File: src/rtl/core/btg_pkg.sv
// Shared types, constants and clamp helpers for the burst traffic generator.
package btg_pkg;

  // Field widths
  localparam int unsigned PERIOD_W   = 32;
  localparam int unsigned SIZE_W     = 16;
  localparam int unsigned GAP_W      = 32;
  localparam int unsigned CD_W       = 33;
  localparam int unsigned ERR_W      = 3;
  localparam int unsigned PEND_OUT_W = 10;
  localparam int unsigned CFG_IDX_W  = 3;
  localparam int unsigned CFG_DATA_W = 32;

  // Default parameter values
  localparam int unsigned PENDING_LIMIT_DEF = 1000;
  localparam int unsigned FIFO_DEPTH_DEF    = 2;

  // Configuration register indexes
  typedef enum logic [CFG_IDX_W-1:0] {
    CFG_ENABLE       = 3'd0,
    CFG_START_OFFSET = 3'd1,
    CFG_PERIOD_MIN   = 3'd2,
    CFG_PERIOD_MAX   = 3'd3,
    CFG_SIZE_MIN     = 3'd4,
    CFG_SIZE_MAX     = 3'd5,
    CFG_GAP_MIN      = 3'd6,
    CFG_GAP_MAX      = 3'd7
  } btg_cfg_idx_e;

  // Error codes, lowest nonzero wins
  typedef enum logic [ERR_W-1:0] {
    ERR_NONE    = 3'd0,
    ERR_PENDING = 3'd1,
    ERR_PERIOD  = 3'd2,
    ERR_EMPTY   = 3'd3,
    ERR_GAP     = 3'd4
  } btg_err_e;

  // Configuration register set
  typedef struct packed {
    logic                enable;
    logic [PERIOD_W-1:0] start_offset;
    logic [PERIOD_W-1:0] period_min;
    logic [PERIOD_W-1:0] period_max;
    logic [SIZE_W-1:0]   size_min;
    logic [SIZE_W-1:0]   size_max;
    logic [GAP_W-1:0]    gap_min;
    logic [GAP_W-1:0]    gap_max;
  } btg_cfg_t;

  // Classified tick as it travels from front to back
  typedef struct packed {
    logic [PERIOD_W-1:0] period;
    logic [CD_W-1:0]     first_cd;
    logic [SIZE_W-1:0]   size;
    logic [GAP_W-1:0]    gap;
  } btg_item_t;

  // Below min gives min, else above max gives max
  function automatic logic [31:0] clamp32(logic [31:0] v, logic [31:0] lo, logic [31:0] hi);
    logic [31:0] r;
    if (v < lo) r = lo;
    else if (v > hi) r = hi;
    else r = v;
    return r;
  endfunction

  function automatic logic [15:0] clamp16(logic [15:0] v, logic [15:0] lo, logic [15:0] hi);
    logic [15:0] r;
    if (v < lo) r = lo;
    else if (v > hi) r = hi;
    else r = v;
    return r;
  endfunction

endpackage

File: src/rtl/core/btg_ifs.sv
// Valid/ready channel interfaces for tick input and result output.
interface btg_in_if;
  logic                          valid;
  logic                          ready;
  logic [btg_pkg::PERIOD_W-1:0]  period_sample;
  logic [btg_pkg::SIZE_W-1:0]    size_sample;
  logic [btg_pkg::GAP_W-1:0]     gap_sample;

  modport source (output valid, output period_sample, output size_sample,
                  output gap_sample, input ready);
  modport sink   (input valid, input period_sample, input size_sample,
                  input gap_sample, output ready);
endinterface

interface btg_out_if;
  logic                           valid;
  logic                           ready;
  logic                           packet_out;
  logic [btg_pkg::ERR_W-1:0]      error_code;
  logic [btg_pkg::PEND_OUT_W-1:0] pending_out;

  modport source (output valid, output packet_out, output error_code,
                  output pending_out, input ready);
  modport sink   (input valid, input packet_out, input error_code,
                  input pending_out, output ready);
endinterface

File: src/rtl/core/btg_front.sv
// Front end: accepts ticks, clamps the samples and precomputes the first countdown.
module btg_front (
  input  logic              clk_i,
  input  logic              rst_ni,
  btg_in_if.sink            in_i,
  input  btg_pkg::btg_cfg_t cfg_i,
  output logic              push_valid_o,
  input  logic              push_ready_i,
  output btg_pkg::btg_item_t push_item_o
);
  import btg_pkg::*;

  logic      f_valid_q, f_valid_d;
  btg_item_t f_item_q, f_item_d;
  logic      in_fire;

  // Accept whenever the stage is empty or drains this cycle
  assign in_i.ready = !f_valid_q || push_ready_i;
  assign in_fire    = in_i.valid && in_i.ready;

  // Clamp samples and form period plus start offset
  always_comb begin
    f_item_d.period   = clamp32(in_i.period_sample, cfg_i.period_min, cfg_i.period_max);
    f_item_d.first_cd = {1'b0, f_item_d.period} + {1'b0, cfg_i.start_offset};
    f_item_d.size     = clamp16(in_i.size_sample, cfg_i.size_min, cfg_i.size_max);
    f_item_d.gap      = clamp32(in_i.gap_sample, cfg_i.gap_min, cfg_i.gap_max);
  end

  always_comb begin
    f_valid_d = f_valid_q;
    if (in_fire) f_valid_d = 1'b1;
    else if (push_ready_i) f_valid_d = 1'b0;
  end

  always_ff @(posedge clk_i or negedge rst_ni) begin
    if (!rst_ni) begin
      f_valid_q <= 1'b0;
    end else begin
      f_valid_q <= f_valid_d;
    end
  end

  // Hold the classified transaction until the queue takes it
  always_ff @(posedge clk_i) begin
    if (in_fire) begin
      f_item_q <= f_item_d;
    end
  end

  assign push_valid_o = f_valid_q;
  assign push_item_o  = f_item_q;

endmodule

File: src/rtl/core/btg_fifo.sv
// Short queue decoupling the front end from the tick engine.
module btg_fifo #(
  parameter int unsigned DEPTH = btg_pkg::FIFO_DEPTH_DEF
) (
  input  logic               clk_i,
  input  logic               rst_ni,
  input  logic               push_valid_i,
  output logic               push_ready_o,
  input  btg_pkg::btg_item_t push_item_i,
  output logic               pop_valid_o,
  input  logic               pop_ready_i,
  output btg_pkg::btg_item_t pop_item_o
);
  import btg_pkg::*;

  localparam int unsigned PTR_W = (DEPTH > 1) ? $clog2(DEPTH) : 1;
  localparam int unsigned CNT_W = $clog2(DEPTH + 1);
  localparam logic [PTR_W-1:0] PTR_LAST = PTR_W'(DEPTH - 1);
  localparam logic [CNT_W-1:0] CNT_FULL = CNT_W'(DEPTH);

  btg_item_t        mem_q [DEPTH];
  logic [PTR_W-1:0] wr_ptr_q, wr_ptr_d, rd_ptr_q, rd_ptr_d;
  logic [CNT_W-1:0] cnt_q, cnt_d;
  logic             push, pop;

  assign push_ready_o = (cnt_q != CNT_FULL);
  assign pop_valid_o  = (cnt_q != '0);
  assign push         = push_valid_i && push_ready_o;
  assign pop          = pop_valid_o && pop_ready_i;
  assign pop_item_o   = mem_q[rd_ptr_q];

  // Advance pointers with explicit wrap
  always_comb begin
    wr_ptr_d = wr_ptr_q;
    rd_ptr_d = rd_ptr_q;
    cnt_d    = cnt_q;
    if (push) wr_ptr_d = (wr_ptr_q == PTR_LAST) ? '0 : wr_ptr_q + 1'b1;
    if (pop)  rd_ptr_d = (rd_ptr_q == PTR_LAST) ? '0 : rd_ptr_q + 1'b1;
    if (push && !pop) cnt_d = cnt_q + 1'b1;
    else if (pop && !push) cnt_d = cnt_q - 1'b1;
  end

  always_ff @(posedge clk_i or negedge rst_ni) begin
    if (!rst_ni) begin
      wr_ptr_q <= '0;
      rd_ptr_q <= '0;
      cnt_q    <= '0;
    end else begin
      wr_ptr_q <= wr_ptr_d;
      rd_ptr_q <= rd_ptr_d;
      cnt_q    <= cnt_d;
    end
  end

  // Store the incoming transaction
  always_ff @(posedge clk_i) begin
    if (push) begin
      mem_q[wr_ptr_q] <= push_item_i;
    end
  end

  // Fill level never passes the depth
  a_cnt_bound: assert property (@(posedge clk_i) disable iff (!rst_ni)
    cnt_q <= CNT_FULL)
    else $error("queue fill level above depth");

endmodule

File: src/rtl/core/btg_back.sv
// Tick engine: burst scheduling, pending count, packet emitter and result register.
module btg_back #(
  parameter int unsigned PENDING_LIMIT = btg_pkg::PENDING_LIMIT_DEF
) (
  input  logic               clk_i,
  input  logic               rst_ni,
  input  btg_pkg::btg_cfg_t  cfg_i,
  input  logic               pop_valid_i,
  output logic               pop_ready_o,
  input  btg_pkg::btg_item_t pop_item_i,
  btg_out_if.source          out_o
);
  import btg_pkg::*;

  localparam int unsigned CNT_W = $clog2(PENDING_LIMIT + 2);
  localparam logic [CNT_W-1:0] PEND_LIM = CNT_W'(PENDING_LIMIT);
  localparam logic [CNT_W-1:0] PEND_SAT = CNT_W'(PENDING_LIMIT + 1);

  // Generator state
  logic              started_q, started_d;
  logic [CD_W-1:0]   bcd_q, bcd_d;
  logic [GAP_W-1:0]  gcd_q, gcd_d;
  logic              gap_act_q, gap_act_d;
  logic [CNT_W-1:0]  pend_q, pend_d;
  logic [SIZE_W-1:0] rem_q, rem_d;

  // Result register
  logic              o_valid_q, o_valid_d;
  logic              o_pkt_q;
  btg_err_e          o_err_q;
  logic [CNT_W-1:0]  o_pend_q;

  logic              pop, run;
  logic              arrive, gap_hold;
  logic [CNT_W-1:0]  pend_a, pend_b;
  logic [SIZE_W-1:0] rem_b;
  logic              pkt;
  logic              e_pend, e_period, e_empty, e_gap;
  btg_err_e          err;

  assign pop_ready_o = !o_valid_q || out_o.ready;
  assign pop         = pop_valid_i && pop_ready_o;
  assign run         = pop && cfg_i.enable;

  // Advance the schedule and the emitter by one tick
  always_comb begin
    started_d = started_q;
    bcd_d     = bcd_q;
    gcd_d     = gcd_q;
    gap_act_d = gap_act_q;
    pend_d    = pend_q;
    rem_d     = rem_q;
    pkt       = 1'b0;
    e_pend    = 1'b0;
    e_period  = 1'b0;
    e_empty   = 1'b0;
    e_gap     = 1'b0;
    arrive    = (bcd_q[CD_W-1:1] == '0);
    gap_hold  = gap_act_q && (gcd_q > 32'd1);
    pend_a    = pend_q;
    pend_b    = pend_q;
    rem_b     = rem_q;
    if (run) begin
      if (!started_q) begin
        started_d = 1'b1;
        e_period  = (pop_item_i.period == '0);
        bcd_d     = pop_item_i.first_cd;
      end else begin
        // Burst arrival, count saturates one above the limit
        if (arrive) begin
          if (pend_q >= PEND_SAT) pend_a = PEND_SAT;
          else pend_a = pend_q + 1'b1;
          e_pend   = (pend_q >= PEND_LIM);
          e_period = (pop_item_i.period == '0);
          bcd_d    = {1'b0, pop_item_i.period};
        end else begin
          bcd_d = bcd_q - 1'b1;
        end
        pend_b = pend_a;
        // Emitter: wait out the gap, else take a burst and send a packet
        if (gap_hold) begin
          gcd_d = gcd_q - 1'b1;
        end else begin
          gap_act_d = 1'b0;
          if ((rem_q == '0) && (pend_a != '0)) begin
            pend_b  = pend_a - 1'b1;
            rem_b   = pop_item_i.size;
            e_empty = (pop_item_i.size == '0);
          end
          if (rem_b != '0) begin
            pkt       = 1'b1;
            rem_b     = rem_b - 1'b1;
            e_gap     = (pop_item_i.gap == '0) && ((rem_b != '0) || (pend_b != '0));
            gap_act_d = 1'b1;
            gcd_d     = pop_item_i.gap;
          end
        end
        pend_d = pend_b;
        rem_d  = rem_b;
      end
    end
  end

  // Report the lowest raised code
  always_comb begin
    if (e_pend) err = ERR_PENDING;
    else if (e_period) err = ERR_PERIOD;
    else if (e_empty) err = ERR_EMPTY;
    else if (e_gap) err = ERR_GAP;
    else err = ERR_NONE;
  end

  always_comb begin
    o_valid_d = o_valid_q;
    if (pop) o_valid_d = 1'b1;
    else if (out_o.ready) o_valid_d = 1'b0;
  end

  always_ff @(posedge clk_i or negedge rst_ni) begin
    if (!rst_ni) begin
      started_q <= 1'b0;
      bcd_q     <= '0;
      gcd_q     <= '0;
      gap_act_q <= 1'b0;
      pend_q    <= '0;
      rem_q     <= '0;
      o_valid_q <= 1'b0;
    end else begin
      started_q <= started_d;
      bcd_q     <= bcd_d;
      gcd_q     <= gcd_d;
      gap_act_q <= gap_act_d;
      pend_q    <= pend_d;
      rem_q     <= rem_d;
      o_valid_q <= o_valid_d;
    end
  end

  // Load the result transaction
  always_ff @(posedge clk_i) begin
    if (pop) begin
      o_pkt_q  <= pkt;
      o_err_q  <= err;
      o_pend_q <= pend_d;
    end
  end

  assign out_o.valid       = o_valid_q;
  assign out_o.packet_out  = o_pkt_q;
  assign out_o.error_code  = o_err_q;
  assign out_o.pending_out = PEND_OUT_W'(o_pend_q);

  // Pending count stays within one above the limit
  a_pend_bound: assert property (@(posedge clk_i) disable iff (!rst_ni)
    pend_q <= PEND_SAT)
    else $error("pending count beyond saturation");

  // A burst in flight only exists once the schedule has started
  a_rem_started: assert property (@(posedge clk_i) disable iff (!rst_ni)
    ((rem_q != '0) || gap_act_q) |-> started_q)
    else $error("emitter busy before start");

  // Every emitted packet opens a gap
  a_pkt_gap: assert property (@(posedge clk_i) disable iff (!rst_ni)
    (run && pkt) |=> gap_act_q)
    else $error("packet emitted without gap");

endmodule

File: src/rtl/core/burst_traffic_generator_unit.sv
// Top level of the burst traffic generator: configuration registers and unit wiring.
//
//  channel  dir  handshake      payload
//  in_i     in   valid/ready    period_sample[31:0] size_sample[15:0] gap_sample[31:0]
//  out_o    out  valid/ready    packet_out error_code[2:0] pending_out[9:0]
//  cfg      in   cfg_we_i       cfg_idx_i[2:0] cfg_data_i[31:0]
//
// One tick per clock is accepted while input ready is high; results are registered.
// The tick engine derives all next schedule state combinationally from each tick.
// Reset clears the registers to their defaults and the schedule to not started.
// A stalled output holds the result register; the queue and front stage absorb
// up to the queue depth plus one further transactions before input ready drops.
module burst_traffic_generator_unit #(
  parameter int unsigned PENDING_LIMIT = btg_pkg::PENDING_LIMIT_DEF,
  parameter int unsigned FIFO_DEPTH    = btg_pkg::FIFO_DEPTH_DEF
) (
  input  logic                             clk_i,
  input  logic                             rst_ni,
  btg_in_if.sink                           in_i,
  btg_out_if.source                        out_o,
  input  logic                             cfg_we_i,
  input  logic [btg_pkg::CFG_IDX_W-1:0]    cfg_idx_i,
  input  logic [btg_pkg::CFG_DATA_W-1:0]   cfg_data_i
);
  import btg_pkg::*;

  btg_cfg_t  cfg_q;
  logic      push_valid, push_ready;
  btg_item_t push_item;
  logic      pop_valid, pop_ready;
  btg_item_t pop_item;

  // Configuration register writes
  always_ff @(posedge clk_i or negedge rst_ni) begin
    if (!rst_ni) begin
      cfg_q.enable       <= 1'b0;
      cfg_q.start_offset <= '0;
      cfg_q.period_min   <= 32'd1;
      cfg_q.period_max   <= '1;
      cfg_q.size_min     <= 16'd1;
      cfg_q.size_max     <= '1;
      cfg_q.gap_min      <= 32'd1;
      cfg_q.gap_max      <= '1;
    end else if (cfg_we_i) begin
      unique case (btg_cfg_idx_e'(cfg_idx_i))
        CFG_ENABLE:       cfg_q.enable       <= cfg_data_i[0];
        CFG_START_OFFSET: cfg_q.start_offset <= cfg_data_i;
        CFG_PERIOD_MIN:   cfg_q.period_min   <= cfg_data_i;
        CFG_PERIOD_MAX:   cfg_q.period_max   <= cfg_data_i;
        CFG_SIZE_MIN:     cfg_q.size_min     <= cfg_data_i[SIZE_W-1:0];
        CFG_SIZE_MAX:     cfg_q.size_max     <= cfg_data_i[SIZE_W-1:0];
        CFG_GAP_MIN:      cfg_q.gap_min      <= cfg_data_i;
        CFG_GAP_MAX:      cfg_q.gap_max      <= cfg_data_i;
        default: ;
      endcase
    end
  end

  // Classify incoming ticks
  btg_front u_front (
    .clk_i        (clk_i),
    .rst_ni       (rst_ni),
    .in_i         (in_i),
    .cfg_i        (cfg_q),
    .push_valid_o (push_valid),
    .push_ready_i (push_ready),
    .push_item_o  (push_item)
  );

  // Decouple front and back
  btg_fifo #(
    .DEPTH (FIFO_DEPTH)
  ) u_fifo (
    .clk_i        (clk_i),
    .rst_ni       (rst_ni),
    .push_valid_i (push_valid),
    .push_ready_o (push_ready),
    .push_item_i  (push_item),
    .pop_valid_o  (pop_valid),
    .pop_ready_i  (pop_ready),
    .pop_item_o   (pop_item)
  );

  // Run the tick engine
  btg_back #(
    .PENDING_LIMIT (PENDING_LIMIT)
  ) u_back (
    .clk_i       (clk_i),
    .rst_ni      (rst_ni),
    .cfg_i       (cfg_q),
    .pop_valid_i (pop_valid),
    .pop_ready_o (pop_ready),
    .pop_item_i  (pop_item),
    .out_o       (out_o)
  );

endmodule

File: src/flat_wrapper.sv
// flat-port wrapper written by rule: the top's interface ports become plain ports
module burst_traffic_generator_unit_flat import btg_pkg::*;
#(
  parameter int unsigned PENDING_LIMIT = btg_pkg::PENDING_LIMIT_DEF,
  parameter int unsigned FIFO_DEPTH    = btg_pkg::FIFO_DEPTH_DEF
)
  (clk_i, rst_ni, cfg_we_i, cfg_idx_i, cfg_data_i, in_i_valid, in_i_period_sample, in_i_size_sample, in_i_gap_sample, in_i_ready, out_o_valid, out_o_packet_out, out_o_error_code, out_o_pending_out, out_o_ready);
  btg_in_if in_i_i ();
  btg_out_if out_o_i ();
  input  logic clk_i;
  input  logic rst_ni;
  input  logic cfg_we_i;
  input  logic [btg_pkg::CFG_IDX_W-1:0] cfg_idx_i;
  input  logic [btg_pkg::CFG_DATA_W-1:0] cfg_data_i;
  input wire logic [$bits(in_i_i.valid)-1:0] in_i_valid;
  input wire logic [$bits(in_i_i.period_sample)-1:0] in_i_period_sample;
  input wire logic [$bits(in_i_i.size_sample)-1:0] in_i_size_sample;
  input wire logic [$bits(in_i_i.gap_sample)-1:0] in_i_gap_sample;
  output wire logic [$bits(in_i_i.ready)-1:0] in_i_ready;
  output wire logic [$bits(out_o_i.valid)-1:0] out_o_valid;
  output wire logic [$bits(out_o_i.packet_out)-1:0] out_o_packet_out;
  output wire logic [$bits(out_o_i.error_code)-1:0] out_o_error_code;
  output wire logic [$bits(out_o_i.pending_out)-1:0] out_o_pending_out;
  input wire logic [$bits(out_o_i.ready)-1:0] out_o_ready;
  assign in_i_i.valid = in_i_valid;
  assign in_i_i.period_sample = in_i_period_sample;
  assign in_i_i.size_sample = in_i_size_sample;
  assign in_i_i.gap_sample = in_i_gap_sample;
  assign in_i_ready = in_i_i.ready;
  assign out_o_valid = out_o_i.valid;
  assign out_o_packet_out = out_o_i.packet_out;
  assign out_o_error_code = out_o_i.error_code;
  assign out_o_pending_out = out_o_i.pending_out;
  assign out_o_i.ready = out_o_ready;
  burst_traffic_generator_unit #(.PENDING_LIMIT(PENDING_LIMIT), .FIFO_DEPTH(FIFO_DEPTH)) u_core (.clk_i(clk_i), .rst_ni(rst_ni), .in_i(in_i_i), .out_o(out_o_i), .cfg_we_i(cfg_we_i), .cfg_idx_i(cfg_idx_i), .cfg_data_i(cfg_data_i));
endmodule
File: config.mk
export PLATFORM = sky130hd
export DESIGN_NAME = burst_traffic_generator_unit_flat
export DESIGN_NICKNAME = d
export VERILOG_FILES = /design/src/rtl/core/btg_pkg.sv /design/src/rtl/core/btg_ifs.sv /design/src/rtl/core/btg_front.sv /design/src/rtl/core/btg_fifo.sv /design/src/rtl/core/btg_back.sv /design/src/rtl/core/burst_traffic_generator_unit.sv /design/src/flat_wrapper.sv
export SDC_FILE = /design/constraint.sdc
export NUM_CORES = 1
export LEC_CHECK = 0
export ABC_AREA = 1
export BUFFER_PORTS_ARGS = -buffer_cell sky130_fd_sc_hd__buf_2
export CAP_MARGIN = 40
export CORE_ASPECT_RATIO = 1.5
export CORE_MARGIN = 3
export CORE_UTILIZATION = 35
export DETAILED_ROUTE_END_ITERATION = 12
export SYNTH_ARGS = -nofsm -noshare
export SYNTH_HDL_FRONTEND = slang
export SYNTH_HIERARCHICAL = 1
export SYNTH_SLANG_ARGS = --single-unit
File: constraint.sdc
create_clock -name clk_i -period 9 [get_ports clk_i]
set_clock_uncertainty 0.1 [all_clocks]
set_input_delay 0.45 -clock clk_i [delete_from_list [all_inputs] [get_ports clk_i]]
set_output_delay 0.45 -clock clk_i [all_outputs]
set_load 0.01 [all_outputs]
==> Word level (Yosys, flattened, before mapping) <==
Memory sizes are Yosys's and may differ from the RTL's.
Index checks and enable logic that the tools add are counted.
{ "op_classes": {"addsub": 10, "magnitude_cmp": 9, "n_eq_ne": 8, "muxes": 54, "bitwise_logic": 3, "reduce_logical": 43} }
{ "ops": {"columns": ["cell", "count"], "rows": [
  ["32-bit 2-to-1 mux", 6],
  ["16-bit 2-to-1 mux", 7],
  ["10-bit 2-to-1 mux", 11],
  ["32-bit logical NOT", 3],
  ["33-bit 2-to-1 mux", 2],
  ["32-bit > comparator", 2],
  ["32-bit < comparator", 2],
  ["32-bit by 32-bit adder with 33-bit output", 1],
  ["33-bit by 1-bit subtractor with 33-bit output (second input constant)", 1],
  ["32-bit by 1-bit > comparator with 1-bit output (second input constant)", 1],
  ["16-bit logical NOT", 2],
  ["16-bit nonzero test", 2],
  ["32-bit by 1-bit subtractor with 32-bit output (second input constant)", 1],
  ["1-bit 2-to-1 mux", 23],
  ["10-bit greater-or-equal comparator (second input constant)", 2],
  ["10-bit nonzero test", 2],
  ["16-bit > comparator", 1],
  ["16-bit < comparator", 1],
  ["2-bit AND reduction", 8],
  ["16-bit by 1-bit subtractor with 16-bit output (second input constant)", 1],
  ["3-bit equality test (second input constant)", 4],
  ["10-bit by 1-bit adder with 10-bit output (second input constant)", 1],
  ["2-bit nonzero test", 5],
  ["10-bit by 1-bit subtractor with 10-bit output (second input constant)", 1],
  ["15 further kinds", 37]
]} }
{ "totals": {"reg_bits": 419, "mem_bits_rw": 226, "inputBits": 120, "elab_cells": 155, "memories": 1} }
{ "mem_list": {"columns": ["name", "depth", "word_bits", "read_ports", "rd_clocked_by_memory_dff", "wr", "line", "rtl"], "rows": [
  ["u_core.u_fifo.mem_q", 2, 113, 1, 0, 1, "btg_fifo.sv:21", "btg_item_t mem_q [DEPTH];"]
]} }

==> Longest topological paths before layout <==
Gate-level depths: netlist (run 1).
{ "depth": {"depth_word": 22, "ltp_mapped": 30, "depth_no_buf": 29} }

==> Hierarchy <==
The synthesis (run 1) kept the hierarchy.
{ "modules_own_cells": {"columns": ["module", "n_inst", "cells_each", "area_each_um2"], "rows": [
  ["btg_front", 1, 1581, 12718.4],
  ["btg_back", 1, 1267, 8460.6],
  ["btg_fifo", 1, 619, 8459.4],
  ["burst_traffic_generator_unit", 1, 843, 7518.5]
]} }

==> Worst setup path after synthesis (run 1) <==
Ideal clock, no wire load.
{ "synth_path": {"path_type": "register -> register", "startpoint": "register u_core.u_fifo.cnt_q[0]", "endpoint": "register u_core.u_front.f_item_q (netlist bit u_core/u_front/push_item_o[0]), enable pin", "setup_ns": 0.622, "arrival_time_ns": 5.967, "required_time_ns": 8.278, "slack_ns": 2.311, "path_stages_with_launch": 5, "path_buffers": 0, "synth_period_minus_slack_ns": 6.689, "path_cell_list": "dfrtp_1 inv_1 nand2_1 inv_1 a21oi_1"} }
{ "synth_between": {"elab_chain_cells": 3} }
{ "synth_rtl": {"columns": ["element", "line", "rtl"], "rows": [
  ["start, declared", "btg_fifo.sv:23", "logic [CNT_W-1:0] cnt_q, cnt_d;"],
  ["start signal, assigned", "btg_fifo.sv:51", "cnt_q <= cnt_d;"],
  ["2-bit inequality test", "btg_fifo.sv:26", "assign push_ready_o = (cnt_q != CNT_FULL);"],
  ["named net u_core.push_ready", "burst_traffic_generator_unit.sv:28", "logic push_valid, push_ready;"],
  ["1-bit logical OR", "btg_front.sv:18", "assign in_i.ready = !f_valid_q || push_ready_i;"],
  ["1-bit logical AND", "btg_front.sv:19", "assign in_fire = in_i.valid && in_i.ready;"],
  ["end signal, assigned", "btg_front.sv:46", "f_item_q <= f_item_d;"],
  ["end, declared", "btg_front.sv:14", "btg_item_t f_item_q, f_item_d;"]
]} }
The timed path passes the listed nets, and every way through them passes these cells.
A chain may end at the register's enable or synchronous reset.

==> Worst setup path after layout (run 1) <==
{ "layout_path": {"startpoint": "register u_core.u_back.bcd_q[17]", "endpoint": "register u_core.u_back.gcd_q[4]"} }
{ "layout_between": {"elab_chain_cells": 13} }
{ "layout_rtl": {"columns": ["element", "line", "rtl"], "rows": [
  ["start, declared", "btg_back.sv:21", "logic [CD_W-1:0] bcd_q, bcd_d;"],
  ["start signal, assigned", "btg_back.sv:122", "bcd_q <= '0;"],
  ["start signal, assigned", "btg_back.sv:130", "bcd_q <= bcd_d;"],
  ["32-bit logical NOT", "btg_back.sv:58", "arrive = (bcd_q[CD_W-1:1] == '0);"],
  ["10-bit 2-to-1 mux", "btg_back.sv:70", "if (arrive) begin"],
  ["10-bit 2-to-1 mux", "btg_back.sv:64", "if (!started_q) begin"],
  ["10-bit 2-to-1 mux", "btg_back.sv:63", "if (run) begin"],
  ["10-bit nonzero test", "btg_back.sv:85", "if ((rem_q == '0) && (pend_a != '0)) begin"],
  ["1-bit logical AND", "btg_back.sv:85", null],
  ["16-bit 2-to-1 mux", "btg_back.sv:85", null],
  ["16-bit 2-to-1 mux", "btg_back.sv:81", "if (gap_hold) begin"],
  ["16-bit 2-to-1 mux", "btg_back.sv:64", null],
  ["16-bit 2-to-1 mux", "btg_back.sv:63", null],
  ["16-bit nonzero test", "btg_back.sv:90", "if (rem_b != '0) begin"],
  ["2-bit nonzero test (no line)", null, null],
  ["3-bit AND reduction (no line)", null, null],
  ["end signal, assigned", "btg_back.sv:131", "gcd_q <= gcd_d;"],
  ["end, declared", "btg_back.sv:22", "logic [GAP_W-1:0] gcd_q, gcd_d;"]
]} }
No other way between the ends. The select of a mux whose other input is x is not followed.

==> results summary, run 1 <==
The latest clock arrival within the worst-skew pair is 640 ps. In the routed layout, each cell is associated on average with a via count of 4.906. In the post-synthesis netlist, the biggest area contributors are sky130_fd_sc_hd__edfxtp_1, sky130_fd_sc_hd__nand2_1, sky130_fd_sc_hd__dfrtp_1. Routability-driven placement finished with a final weighted congestion of 0.9065.

The detailed-route DRC error count is 0. The relative max-transition margin is 34.36%. The sequential area share after synthesis is 48.47%.

In this run, post-CTS repair resized a total of 0 instances. The total routed wirelength is 102,800 um. The largest total area in the synthesized netlist belongs to sky130_fd_sc_hd__edfxtp_1. The number of hold-slack violations in the final timing report came out at 0. The critical path in this run is classified as reg -> reg.

The placed cell count is 5,727. The number of buffers added by the clock tree synthesis step is 66. Across the whole layout, storage elements account for 0.01801 mm2. The maximum vdd ir drop came out at 0.1704 mV. The maximum net fanout on the critical path is 57. Derived from the worst setup path, the maximum achievable clock frequency is 194.1 MHz. The critical path data required time is 9390 ps. The number of clock sinks seen by CTS came out at 645.

After clock tree synthesis, the clock-pin slew on the worst setup and hold paths is 70 ps. The number of global-route vias before repair is 28,440. The area of the core came out at 0.1047 mm2. The detailed-routing iteration count for the pre-antenna-repair pass is 5.

The starting density of the core came out at 35.50%. The least setup slack across all paths after layout came out at 3849 ps. The antenna diode count came out at 0.

Setup repair after global routing left no endpoint under its margin. Measured along the y axis, the die boundary spans 405.1 um. The die covers 0.1102 mm2. The final cell utilization of the core came out at 39.64%. The placed cell area came out at 0.03910 mm2.

The detail route stage leaves a number of antenna-violating nets equal to 0. The number of port buffers came out at 135. The maximum number of pins on one net before global-route repair is 149. Setup violations remaining at the end of the flow were counted as 0. The first global-routing pass estimated 160,800 um of wire.

The area growth from synthesis to layout is 11.67%. The floorplan die width came out at 272.0 um. The final worst-path cycle share came out at 57.24%. The maximum clock insertion buffer count came out at 3.

The final max-slew violation count came out at 0. The summed negative setup slack over all endpoints is 0 ps. The number of antenna violations at the first check in global routing is 6. The average instance area after synthesis is 8.621 um2.

The floorplan has 145 rows. The minimum setup slack after placement is 3830 ps. The area share of the largest cell type after synthesis came out at 28.53%. The number of flip-flops and latches in the synthesized netlist came out at 645. The residual overflow from global routing came out at 0. TritonCTS built the clock tree. The overall global routing resource usage is 18.60%.

The number of fill cells in the layout came out at 10,580. The type of destination of the critical path is a flip-flop. The CTS root buffer is sky130_fd_sc_hd__clkbuf_16.

For the worst setup path, the data arrival time is 5550 ps. The standby leakage power is 19.44 nW. During I/O placement, the number of pins put on the boundary was 136. For the pin with the worst max-slew slack, the measured transition is 984.6 ps.

The total power density per cell area is 289.4 mW/mm2. The number of standard cells in the layout, taps in and fillers out came out at 5,864. The wire length per cell after detailed routing came out at 17.52 um. The final-stage net count came out at 4,738. The path class of the lowest-slack min-delay path is in -> reg.

The number of warnings issued by yosys came out at 6. The flow ran to the end, and the final reports show no timing, DRC or antenna violations. Of the cells placed in the final design, the portion with a size suffix greater than 1 is 15.02%. The number of vias in the routed layout came out at 28,770. After synthesis the cells add up to 0.03716 mm2. The multi-input combinational cells in the finished layout cover a total of 0.01656 mm2. The HPWL reported at the end of detailed placement came out at 74,140 um. The synthesized netlist contains 53 unique library cells. For the finished layout, the period the worst path requires is 5151 ps.

The number of nets in the synthesized netlist is 4,633. The number of instances in the synthesized netlist is 4,310. Leaving out fill and tap cells, the most frequent cell in the layout is sky130_fd_sc_hd__nand2_1.

The clock tree synthesis step divided the H-tree into 3 levels. The library cells used most frequently in the layout, excluding fill and tap cells, are sky130_fd_sc_hd__nand2_1, sky130_fd_sc_hd__inv_1, sky130_fd_sc_hd__edfxtp_1. The count of routing violations after the opening detailed-route iteration is 2,129. The count of maximum capacitance violations came out at 0. The worst setup path is launched from a flip-flop. The finished cells cover 0.04149 mm2.
==> path summary, 6_finish.rpt <==
path                                                     startpoint                                   end  slack, ps  cells after the start
max in group asynchronous                                    rst_ni          u_core/cfg_q[44]$_DFFE_PN0P_       7090                      3
setup / recovery                u_core/u_back/bcd_q[17]$_DFFE_PN0P_    u_core/u_back/gcd_q[4]$_DFFE_PN0P_       3850                     25
setup reg to reg                u_core/u_back/bcd_q[17]$_DFFE_PN0P_    u_core/u_back/gcd_q[4]$_DFFE_PN0P_       3850                     25
hold / removal                                       cfg_data_i[23]          u_core/cfg_q[23]$_DFFE_PN1P_         30                      3
min in group asynchronous                                    rst_ni   u_core/u_back/bcd_q[31]$_DFFE_PN0P_        310                      2
hold reg to reg            u_core/u_front/push_item_o[36]$_DFFE_PP_  u_core/u_fifo/mem_q[0][36]$_DFFE_PP_        340                      0
==> cell families (layout without fill, tap and decap cells) <==
| kind of cell | after synthesis | after routing | share of synthesized area, % |
|---|---|---|---|
| fa+ha+maj | 203 | 203 | 6.856 |
| flops | 645 | 645 | 48.47 |
| xor+xnor | 70 | 70 | 1.650 |
| simple gates | 2361 | 2361 | 29.27 |
| buf+inv | 602 | 760 | 7.122 |
| mux | 6 | 6 | 0.1616 |
| compound gates | 423 | 423 | 6.472 |
==> through the flow <==
step           power [W]  hold WS (ps)
6_report         0.01201         34.55
5_1_grt          0.01288         21.46
3_5_place_dp    0.009197         329.8
4_1_cts          0.01211         1.032
2_1_floorplan   0.007990         54.41
3_3_place_gp    0.009114         322.0
==> flip-flops by register name, indices dropped and copies added (netlist names), 2 cells and up <==
signal	count
u_core/u_front/push_item_o	113
u_core/u_back/pend_q	10
u_core/u_fifo/cnt_q	2
u_core/u_fifo/mem_q	226
u_core/u_back/out_o.error_code	3
u_core/u_back/out_o.pending_out	10
u_core/u_back/gcd_q	32
u_core/u_back/rem_q	16
u_core/u_back/bcd_q	33
u_core/cfg_q	193
==> power by group <==
group,switching (W),internal (W)
Combinational,0.00298,0.00133
Clock,0.00123,0.00163
Sequential,0.000477,0.00435
Total,0.00469,0.00732
==> critical path: stages (launching register included) <==
cell	delay [ps]
sky130_fd_sc_hd__dfrtp_1	410
sky130_fd_sc_hd__nor2_1	200
sky130_fd_sc_hd__nand2_1	120
sky130_fd_sc_hd__nor2_4	140
sky130_fd_sc_hd__nand2_2	130
sky130_fd_sc_hd__inv_2	80
sky130_fd_sc_hd__nand2_2	40
sky130_fd_sc_hd__buf_4	300
sky130_fd_sc_hd__nand2_1	130
sky130_fd_sc_hd__nand2_1	120
sky130_fd_sc_hd__inv_1	110
sky130_fd_sc_hd__ha_1	200
sky130_fd_sc_hd__nand2_2	80
sky130_fd_sc_hd__nor2_4	140
sky130_fd_sc_hd__nand2_4	210
sky130_fd_sc_hd__nand2_4	280
sky130_fd_sc_hd__nand2_1	80
sky130_fd_sc_hd__nand2_1	140
sky130_fd_sc_hd__ha_1	210
sky130_fd_sc_hd__nand4_1	110
sky130_fd_sc_hd__nor3_2	280
sky130_fd_sc_hd__nand2_1	100
sky130_fd_sc_hd__nand2_2	520
sky130_fd_sc_hd__inv_2	480
sky130_fd_sc_hd__nand2_1	180
sky130_fd_sc_hd__o21ai_2	60
==> area by class of cell <==
type,count,share of cell area (%)
Tap cell,1396,4.210
Sequential cell,645,43.42
Multi-Input combinational cell,3063,39.92
Clock inverter,41,1.092
Clock buffer,80,4.285
Inverter,450,4.077
Timing Repair Buffer,189,2.997
==> layer usage <==
metal,part of all wire (%),vias up,GRT usage [%]
li1,-,14290,-
met1,42,13550,23.13
met2,48,732,31.83
met3,4.2,198,2.458
met4,5.1,0,9.024
met5,0,-,0
==> timing repair <==
action | 4_1_cts | 5_1_grt
hold endpoints to repair | 109 | 0
buffers inserted | 0 | 0
hold buffers | 16 | 0
==> cells in the mapped netlist, drive strengths merged <==
cell type,number
a31oi,3
a21o,7
xnor2,22
a21boi,4
edfxtp,353
o221ai,9
o21a,12
nand4,38
inv,448
xor2,48
a21oi,180
a2bb2oi,8
o22ai,8
nor2,260
nand2,1633
dfrtp,209
nand3b,11
a22oi,23
o211ai,11
nor3,34
nand3,352
mux2i,6
o21bai,6
nor4,32
fa,1
o21ai,152
or2,1
clkinv,2
buf,98
clkbuf,54
dfstp,83
ha,202
(Power assumes the default switching activity.)
==> run 2, diff against run 1 <==
==> constraint.sdc (replaced) <==
create_clock -name clk_i -period 5 [get_ports clk_i]
set_clock_uncertainty 0.1 [all_clocks]
set_input_delay 0.25 -clock clk_i [delete_from_list [all_inputs] [get_ports clk_i]]
set_output_delay 0.25 -clock clk_i [all_outputs]
set_load 0.01 [all_outputs]
==> run 2 against run 1 <==
  * Register-to-register slack lost 3400 ps
  * Fmax grew 14%
  * Sequential cell count unchanged
  * Critical path depth stayed put
  * Largest power group unchanged
  * Non-clock buffer count is 91 higher
  * Critical path type unchanged
==> results summary, run 2 (synthesized netlist as in run 1, its figures left out) <==
The buffer and inverter count on the worst path came out at 1. Clock tree synthesis selected as its root buffer the cell sky130_fd_sc_hd__clkbuf_16. The remaining antenna violation count came out at 0. The floorplan die width is 272.0 um. Clock tree synthesis inserted a total of 66 buffers. The layout overhead on the synthesized area is 14.16%. The latest clock arrival within the worst-skew pair came out at 640 ps. The net count of the finished layout is 4,829.

The final weighted congestion in routability-driven placement is 0.9194. Measured against its own limit, the worst slew margin works out to 46.56%. The final critical path time including I/O delays and setup is 4525 ps. The footprint of the flip-flops and latches came out at 0.01801 mm2. The final worst-path cycle share is 90.50%. The final max-slew violation count is 0. The fraction of final layout cells with drive strength greater than 1 is 14.79%. The run finished with clean final reports.

136 I/O pins were placed. The HPWL reported at the end of detailed placement came out at 72,840 um. The wire length of the first global-routing pass is 158,900 um.

For this run, the top clock speed supported by timing is 221.0 MHz. The final setup violation count is 0. The number of antenna violations at the first check in global routing came out at 2. The detailed-route DRC error count is 0. The launching element type of the critical path is a flip-flop. The detail-routed via count per cell came out at 4.841. The slowest cell on the critical path is sky130_fd_sc_hd__dfstp_2. The worst setup path is captured at a flip-flop.

The filler cells instantiated in the layout total 10,420. The number of hold-slack violations in the final timing report is 0. The count of routing violations after the opening detailed-route iteration is 1,610. In this run the worst hold path is classified as in -> reg. The number of port buffers came out at 135. The maximum clock insertion buffer count is 3.

The area of the die is 0.1102 mm2. At the worst endpoint, the required time is 5280 ps. The standby leakage power is 19.85 nW. The total power density per cell area is 512.2 mW/mm2. The summed negative setup slack over all endpoints came out at 0 ps. TritonCTS built the clock tree. The maximum vdd ir drop came out at 0.2803 mV. The setup path with the least slack is of type reg -> reg.

The number of gates resized after CTS was 0. The clock drives 645 sinks. The CTS clock-pin slew for the worst setup and hold paths came out at 70 ps. The most numerous cell type found on the critical path is sky130_fd_sc_hd__nand2_1.

The residual overflow from global routing came out at 0. The count of maximum capacitance violations came out at 0. The pre-antenna-repair detailed-routing pass consisted of 6 iterations.

The vertical die dimension is 405.1 um. Leaving out fill and tap cells, the most frequent cell in the layout is sky130_fd_sc_hd__nand2_1. The category of cells accounting for the largest share of critical-path delay is simple AND/OR/NAND/NOR gates.

The total routed wirelength is 101,300 um. The design area is 0.04242 mm2. The maximum net fanout on the critical path is 33. The H-tree depth reported by CTS came out at 3.

The area of the core came out at 0.1047 mm2. The number of flip-flops under the largest register name came out at 226. The floorplan has 145 rows. The critical path's largest stage delay is 530 ps. The wire length per cell after detailed routing is 17.02 um. The number of vias in the routed layout is 28,820. The number of global-route vias before repair is 28,400. The maximum number of pins on one net before global-route repair came out at 114.

Across every metal layer, demand over resource in global routing totals 18.31%. The area taken by multi-input logic gates came out at 0.01656 mm2. The library cells used most frequently in the layout, excluding fill and tap cells, are sky130_fd_sc_hd__nand2_1, sky130_fd_sc_hd__inv_1, sky130_fd_sc_hd__edfxtp_1. Summing all placed instances gives a cell area of 0.03918 mm2. Ranked by flip-flop count, first place goes to u_core/u_fifo/mem_q. The transition time of the tightest slew-check pin came out at 801.5 ps.

At the worst endpoint, the arrival time is 4800 ps. Setup repair after global routing left no endpoint under its margin. For this configuration, the core starts out at a cell density of 35.50%. The final cell utilization of the core is 40.52%.
## run 2: cell types whose count changed in the layout (fill, tap and decap cells not counted), moves of 2 or more
cell	before	now
sky130_fd_sc_hd__bufinv_16	7	10
sky130_fd_sc_hd__inv_6	6	4
sky130_fd_sc_hd__dlygate4sd3_1	16	96
sky130_fd_sc_hd__clkinv_8	1	3
sky130_fd_sc_hd__buf_8	4	2
sky130_fd_sc_hd__clkinv_4	4	2
sky130_fd_sc_hd__buf_4	29	39
sky130_fd_sc_hd__clkinv_2	10	7
sky130_fd_sc_hd__clkinvlp_4	6	2
sky130_fd_sc_hd__clkbuf_1	10	13
sky130_fd_sc_hd__buf_12	4	7
## run 2: routing by layer
metal,GRT usage [%],wire length (um)
met5,0,0
met3,2.079,3937
met2,31.98,49760
met4,8.563,4622
met1,22.58,42980
## run 2: area by class of cell
| cell class | instances | share of cell area (%) |
|---|---|---|
| inverters | 450 | 3.988 |
| flip-flops and latches | 645 | 42.47 |
| diodes | 1 | 0.005900 |
| well taps | 1396 | 4.118 |
| repair buffers | 280 | 5.015 |
| clock inverters | 34 | 1.118 |
| multi-input cells | 3063 | 39.03 |
| clock buffers | 84 | 4.251 |
## run 2: through the flow
stage / instances / setup WS, ps / hold slack (ps) / total power, W
finish: 5953 / 475.0 / 52.17 / 0.02172
global route: 5952 / 166.8 / 40.69 / 0.02327
CTS: 5952 / 453.5 / 1.560 / 0.02192
detailed placement: 5738 / 469.6 / 178.1 / 0.01650
global placement: 5734 / 507.4 / 184.7 / 0.01639
floorplan: 4310 / -986.9 / -145.6 / 0.01437
## run 2: worst paths after layout
kind,from,cells past startpoint,end,slack [ps]
hold / removal,in_i_period_sample[17],5,u_core/u_front/push_item_o[98]$_DFFE_PP_,50
min in group asynchronous,rst_ni,2,u_core/u_back/bcd_q[31]$_DFFE_PN0P_,100
max in group asynchronous,rst_ni,3,u_core/cfg_q[41]$_DFFE_PN0P_,3600
setup / recovery,u_core/cfg_q[103]$_DFFE_PN1P_,25,u_core/u_front/push_item_o[76]$_DFFE_PP_,470
setup reg to reg,u_core/cfg_q[103]$_DFFE_PN1P_,25,u_core/u_front/push_item_o[76]$_DFFE_PP_,470
hold reg to reg,u_core/u_front/push_item_o[59]$_DFFE_PP_,0,u_core/u_fifo/mem_q[1][59]$_DFFE_PP_,340
## run 2: repair_timing
| action | in CTS | in global routing |
|---|---|---|
| setup buffers | 0 | 0 |
| endpoints found under the hold margin | 321 | 0 |
| hold buffers | 96 | 0 |
## run 2: power breakdown
group | internal [W] | switching [W] | total [W] | leakage, nW
Combinational | 0.00246 | 0.00531 | 0.00777 | 12.0
Clock | 0.00309 | 0.00216 | 0.00525 | 1.11
Sequential | 0.00784 | 0.000865 | 0.00870 | 6.77
## run 2: worst min-delay path: cells and delay by family
kind,cells,cell delay [ps]
AND/OR/NAND/NOR,3,190
buffers and inverters,2,230
